File: config.mk
export PLATFORM = sky130hd
export DESIGN_NAME = pidhb_regs
export DESIGN_NICKNAME = d
export VERILOG_FILES = /design/src/hdl/pidhb_pkg.sv /design/src/hdl/pidhb_regs.sv
export SDC_FILE = /design/constraint.sdc
export NUM_CORES = 1
export LEC_CHECK = 0
export CORE_ASPECT_RATIO = 0.6
export CORE_MARGIN = 10
export CORE_UTILIZATION = 30
export CTS_CLUSTER_DIAMETER = 60
export DETAILED_ROUTE_END_ITERATION = 16
export DONT_BUFFER_PORTS = 1
export GPL_ROUTABILITY_DRIVEN = 0
export HOLD_SLACK_MARGIN = 0.08
export PLACE_DENSITY_LB_ADDON = 0.3
export SYNTH_ARGS = -nofsm -noshare
export SYNTH_HDL_FRONTEND = slang
export SYNTH_SLANG_ARGS = --single-unit
export TNS_END_PERCENT = 1
File: constraint.sdc
create_clock -name clk -period 1.45 [get_ports clk]
set_input_delay 0.0725 -clock clk [delete_from_list [all_inputs] [get_ports clk]]
set_output_delay 0.0725 -clock clk [all_outputs]
set_load 0.1 [all_outputs]
File: src/hdl/pidhb_pkg.sv
package pidhb_pkg;

  // Register map, one 32-bit register per word address.
  typedef enum logic [2:0] {
    REG_GAIN_P         = 3'd0,
    REG_GAIN_I         = 3'd1,
    REG_GAIN_D         = 3'd2,
    REG_DEAD_BAND      = 3'd3,
    REG_INTEGRAL_LIMIT = 3'd4,
    REG_DRIVE_LIMIT    = 3'd5,
    REG_DUTY_MAX       = 3'd6
  } pidhb_reg_t;

  typedef struct packed {
    logic [15:0] gain_p;
    logic [15:0] gain_i;
    logic [15:0] gain_d;
    logic [15:0] dead_band;
    logic [29:0] integral_limit;
    logic [14:0] drive_limit;
    logic [14:0] duty_max;
  } pidhb_cfg_t;

  localparam logic [29:0] INTEGRAL_LIMIT_RST = 30'h3FFF_FFFF;
  localparam logic [14:0] DRIVE_LIMIT_RST    = 15'h7FFF;
  localparam logic [14:0] DUTY_MAX_RST       = 15'h7FFF;

  // Divide by ten of a 47-bit magnitude m = h*2^24 + l:
  //   m/10 = h*HI_QUOT + floor((h*HI_REM + l)/10)
  // where 2^24 = 10*HI_QUOT + HI_REM. The second term has a value below 2^26
  // and is divided by a reciprocal multiply that is exact over that range.
  localparam int          DIV_SPLIT   = 24;
  localparam logic [20:0] HI_QUOT     = 21'd1677721;
  localparam logic [25:0] RECIP_TEN   = 26'd53687092;
  localparam int          RECIP_SHIFT = 29;

endpackage

File: src/hdl/pidhb_regs.sv
module pidhb_regs
  import pidhb_pkg::*;
(
  input  logic        clk,
  input  logic        rst,
  input  logic        psel,
  input  logic        penable,
  input  logic        pwrite,
  input  logic [4:0]  paddr,
  input  logic [31:0] pwdata,
  output logic [31:0] prdata,
  output logic        pready,
  output pidhb_cfg_t  cfg
);

  pidhb_reg_t sel_reg;
  logic       wr_en;

  assign pready  = 1'b1;
  assign sel_reg = pidhb_reg_t'(paddr[4:2]);
  assign wr_en   = psel && penable && pwrite && pready;

  always_ff @(posedge clk) begin
    if (rst) begin
      cfg.gain_p         <= '0;
      cfg.gain_i         <= '0;
      cfg.gain_d         <= '0;
      cfg.dead_band      <= '0;
      cfg.integral_limit <= INTEGRAL_LIMIT_RST;
      cfg.drive_limit    <= DRIVE_LIMIT_RST;
      cfg.duty_max       <= DUTY_MAX_RST;
    end else if (wr_en) begin
      case (sel_reg)
        REG_GAIN_P:         cfg.gain_p         <= pwdata[15:0];
        REG_GAIN_I:         cfg.gain_i         <= pwdata[15:0];
        REG_GAIN_D:         cfg.gain_d         <= pwdata[15:0];
        REG_DEAD_BAND:      cfg.dead_band      <= pwdata[15:0];
        REG_INTEGRAL_LIMIT: cfg.integral_limit <= pwdata[29:0];
        REG_DRIVE_LIMIT:    cfg.drive_limit    <= pwdata[14:0];
        REG_DUTY_MAX:       cfg.duty_max       <= pwdata[14:0];
        default: ;
      endcase
    end
  end

  always_comb begin
    case (sel_reg)
      REG_GAIN_P:         prdata = {16'd0, cfg.gain_p};
      REG_GAIN_I:         prdata = {16'd0, cfg.gain_i};
      REG_GAIN_D:         prdata = {16'd0, cfg.gain_d};
      REG_DEAD_BAND:      prdata = {16'd0, cfg.dead_band};
      REG_INTEGRAL_LIMIT: prdata = {2'd0, cfg.integral_limit};
      REG_DRIVE_LIMIT:    prdata = {17'd0, cfg.drive_limit};
      REG_DUTY_MAX:       prdata = {17'd0, cfg.duty_max};
      default:            prdata = 32'd0;
    endcase
  end

endmodule

---- Word level (Yosys, flattened, before mapping) ----
Index checks and enable logic that the tools add are counted.
storage, ports and cells
  word-level logic and storage cells ...... 24
  output and inout port bits .............. 157
  bits of input ports ..................... 42
  flip-flop bits (word level) ............. 124
cells by class
  equality and inequality tests ........... 6
  reductions and logical operators ........ 10
  muxes and demuxes ....................... 1
operators by type and width
  cell                                                  count
  one-hot mux 30 bit (7 select lines)                   1
  AND reduction 2 bit                                   7
  equality test 3 bit (second input constant)           3
  equality test 3 x 2 -> 1 bit (second input constant)  2
  equality test 3 x 1 -> 1 bit (second input constant)  1
  zero test 3 bit                                       1
  logical AND 1 bit                                     2

---- Depth between registers and ports, before layout ----
  word-level depth ........................ 3
  depth in mapped cells ................... 6
  mapped depth without buffers ............ 3

---- Least setup slack after synthesis ----
No wires, ideal clock.
  path type ............................... register -> output
  from .................................... register cfg[73] (netlist bit)
  to ...................................... output port prdata[13]
  stages on the path, launching flop included .. 4
  arrival time ............................ 3.629 ns
  path slack .............................. -2.252 ns
  cells stage by stage .................... dfxtp_1 mux2i_1 o221a_2 a221oi_1
between the ends
  word-level cells in the longest chain between the ends .. 1
ends and longest elaborated chain
  item                                 RTL line          source
  start: declaration                   pidhb_regs.sv:13  output pidhb_cfg_t cfg
  one-hot mux 30 bit (7 select lines)  pidhb_regs.sv:47  case (sel_reg)
  end: declaration                     pidhb_regs.sv:11  output logic [31:0] prdata,
Every way passes these cells.

---- Worst setup path in the final report ----
  from .................................... register cfg[72] (netlist bit)
  to ...................................... output port prdata[12]
The elaborated chain is that of the path after synthesis.

==> qor.yml <==
synth:
  yosysUniqueCellTypes: 35
  seq_area_frac_synth: 0.422
  synth_flop_cell: "dfxtp_1"
  synthCells: 596
  yosys_warnings: 0
  postSynthRegisterBits: 124
  synth-edff-count: 0
  syn_area_mm2: 0.00588
  ys_async_sr_fraction: 0
  syn_area_per_cell_um2: 9.87
sta:
  slew_violations: 0
  max_clock_freq_mhz: 558
  period_share: 1.24
  hold_ws_ns: -0.161
  rsz0062_at_grt: "yes"
  hold_viol: 54
  worstMarginPinSlew_ns: 0.565
  fin_ws_ns: -0.343
  setup_viol: 16
  finalClockSkew_ns: 0
  setup-tns-final_ns: -2.44
  finalCriticalPeriod_ns: 1.79
  relSlewSlack: 0.623
finish:
  largest_reg_flops: 124
  nFillCells: 1654
  stdcell_count: 1090
  finalNetCount: 855
  postLayoutCoreUtil: 0.500
  area_growth_pct: 62.4
  largest_registers: "cfg x124"
  regMostFlops: "cfg"
  antenna-diode-count: 0
  drive_gt1_frac: 0.342
die:
  chipWidth_um: 201
  die_y_um: 128
  io_pins: 199
  core_mm2: 0.0191
  dieArea_mm2: 0.0258
  initial_core_util: 0.308
  rows: 39
global_routing:
  grt_use_met3: 0.0885
  grt_antenna_before_repair: 0
  grt_usage: 0.175
  grt_pass1_wl_mm: 33.9
  grtUsageMet1: 0.216
  grt_overflow: 0
  met2_usage: 0.266
  grt_pass1_vias: 5200
  grt.busiest_layer: "met2"
  grt_max_degree: 171
setup_path:
  start_kind: "flip-flop"
  arrival_ns: 1.72
  worst_ep_required_time_ns: 1.38
  endpoint_kind: "primary output"
  crit_type: "flip-flop to primary output"
  cp_max_fo: 2
outcome:
  run_status: "finished, violations left"
  failed_checks: "negative hold slack, negative setup slack"
power:
  peakVddDrop_v: 0.000701
  p_leak_nw: 4.10
  powerDensity_mw_per_mm2: 998
clocking:
  cts_buffers: 17
  clock_latency_ns: 0.42
  clock_path_buffers: 2
  root_buffer: "clkbuf_16"
  htreeDepth: 4
  cts_setup_buffers: 0
  clock-sinks: 124
  cts_tree: "done"
  clk_pin_slew_worst_paths_ns: 0.06
min_path:
  hold_class: "primary input to flip-flop"
route:
  drc_errors: 0
  via_per_inst: 4.81
  wirelength_mm: 23.6
  vias: 5239
  wl_per_cell_um: 21.7
  first_iter_violations: 283
  drt_first_pass_iters: 7
  final_antenna_net_count: 0
place:
  place_inst: 980
  hpwl_mm: 17.4
  io_buffers: 0
run:
  max-cap-violations: 0
power breakdown:
part	switching, mW	internal (mW)
logic	0.944	0.587
clock network	1.52	3.04
registers	0.0161	3.43
total	2.48	7.06
layer usage:
layer | wire (um) | up-vias
met1 | 10400 | 2590
met5 | 0 | -
met3 | 2510 | 18
met2 | 10400 | 159
li1 | - | 2472
met4 | 283 | 0
area by class of cell:
| class | count | area (um2) | share of cell area |
|---|---|---|---|
| multi-input combinational | 409 | 3480 | 0.364 |
| sequential | 124 | 2540 | 0.266 |
| timing repair buffer | 249 | 2530 | 0.265 |
| clock buffer | 23 | 489 | 0.0512 |
| tap | 266 | 333 | 0.0348 |
| clock inverter | 7 | 135 | 0.0141 |
| inverter | 12 | 45.0 | 0.00471 |
layout by cell type (no fill, tap or decap), types with 15 or more instances in the layout:
master / count
dlygate4sd3_1: 80
dfxtp_1: 85
mux2i_1: 155
dfxtp_2: 35
and2_1: 15
buf_12: 32
nor2_1: 90
nand2b_1: 81
clkbuf_16: 20
buf_4: 129
logic make-up after synthesis:
kind of cell           count (synthesis)  synth area share
and+or+nand+nor                      205             0.183
muxes                                167             0.287
DFF                                  124             0.422
buffers and inverters                 64            0.0527
AOI/OAI and AO/OA                     34            0.0546
other                                  2           0.00128
worst max-delay path, cell delays in order, from the launching register on:
cell and delay [ns]:
dfxtp_1 0.31, mux4_2 0.51, mux2_4 0.31, buf_12 0.17
final timing paths:
path	start	end	slack (ns)	cells after the start
min	rst	cfg[93]	-0.16	2
max	cfg[72]	prdata[12]	-0.34	3
max reg2reg	cfg[16]	cfg[16]	0.05	4
min reg2reg	cfg[111]	cfg[111]	0.75	3
cells in the mapped netlist (2+ instances only):
cell type    n  share of area
o211ai_1     2         0.0026
dfxtp_1    124           0.42
inv_1       12         0.0077
buf_4       10          0.013
clkbuf_1    24          0.015
and4b_1      3         0.0051
nand2b_1    81          0.086
nor2_1      92          0.059
a221oi_1    12          0.018
buf_1        2         0.0013
conb_1       2         0.0013
buf_2       14          0.012
a31oi_1      2         0.0021
nor2b_1      2         0.0021
buf_6        2         0.0038
and2_1      15          0.016
a32oi_1      2         0.0030
o221a_2     12          0.023
or3_1        2         0.0021
mux2_2       2         0.0038
mux2i_1    164           0.28
a2bb2oi_1    2         0.0030
per-stage QoR:
stage / power, mW / hold slack [ns] / instance area [um2] / setup WS [ns]
after floorplan: 4.58 / 0.240 / 6120 / -0.904
after global placement: 4.86 / 0.244 / 7900 / 0.102
after detailed placement: 4.88 / 0.256 / 7900 / 0.0945
after CTS: 9.53 / -0.158 / 9250 / -0.351
after global routing: 9.82 / -0.167 / 9560 / -0.380
final: 9.54 / -0.161 / 9560 / -0.343
what timing repair did:
action                     4_1_cts  5_1_grt
hold buffers                    54       26
gates resized for setup         53       16
gates cloned                     0        0
hold endpoints to repair       124      104
setup endpoints to repair       16       22
pin swaps                       14       10
Power figures use the tool's default switching activity.
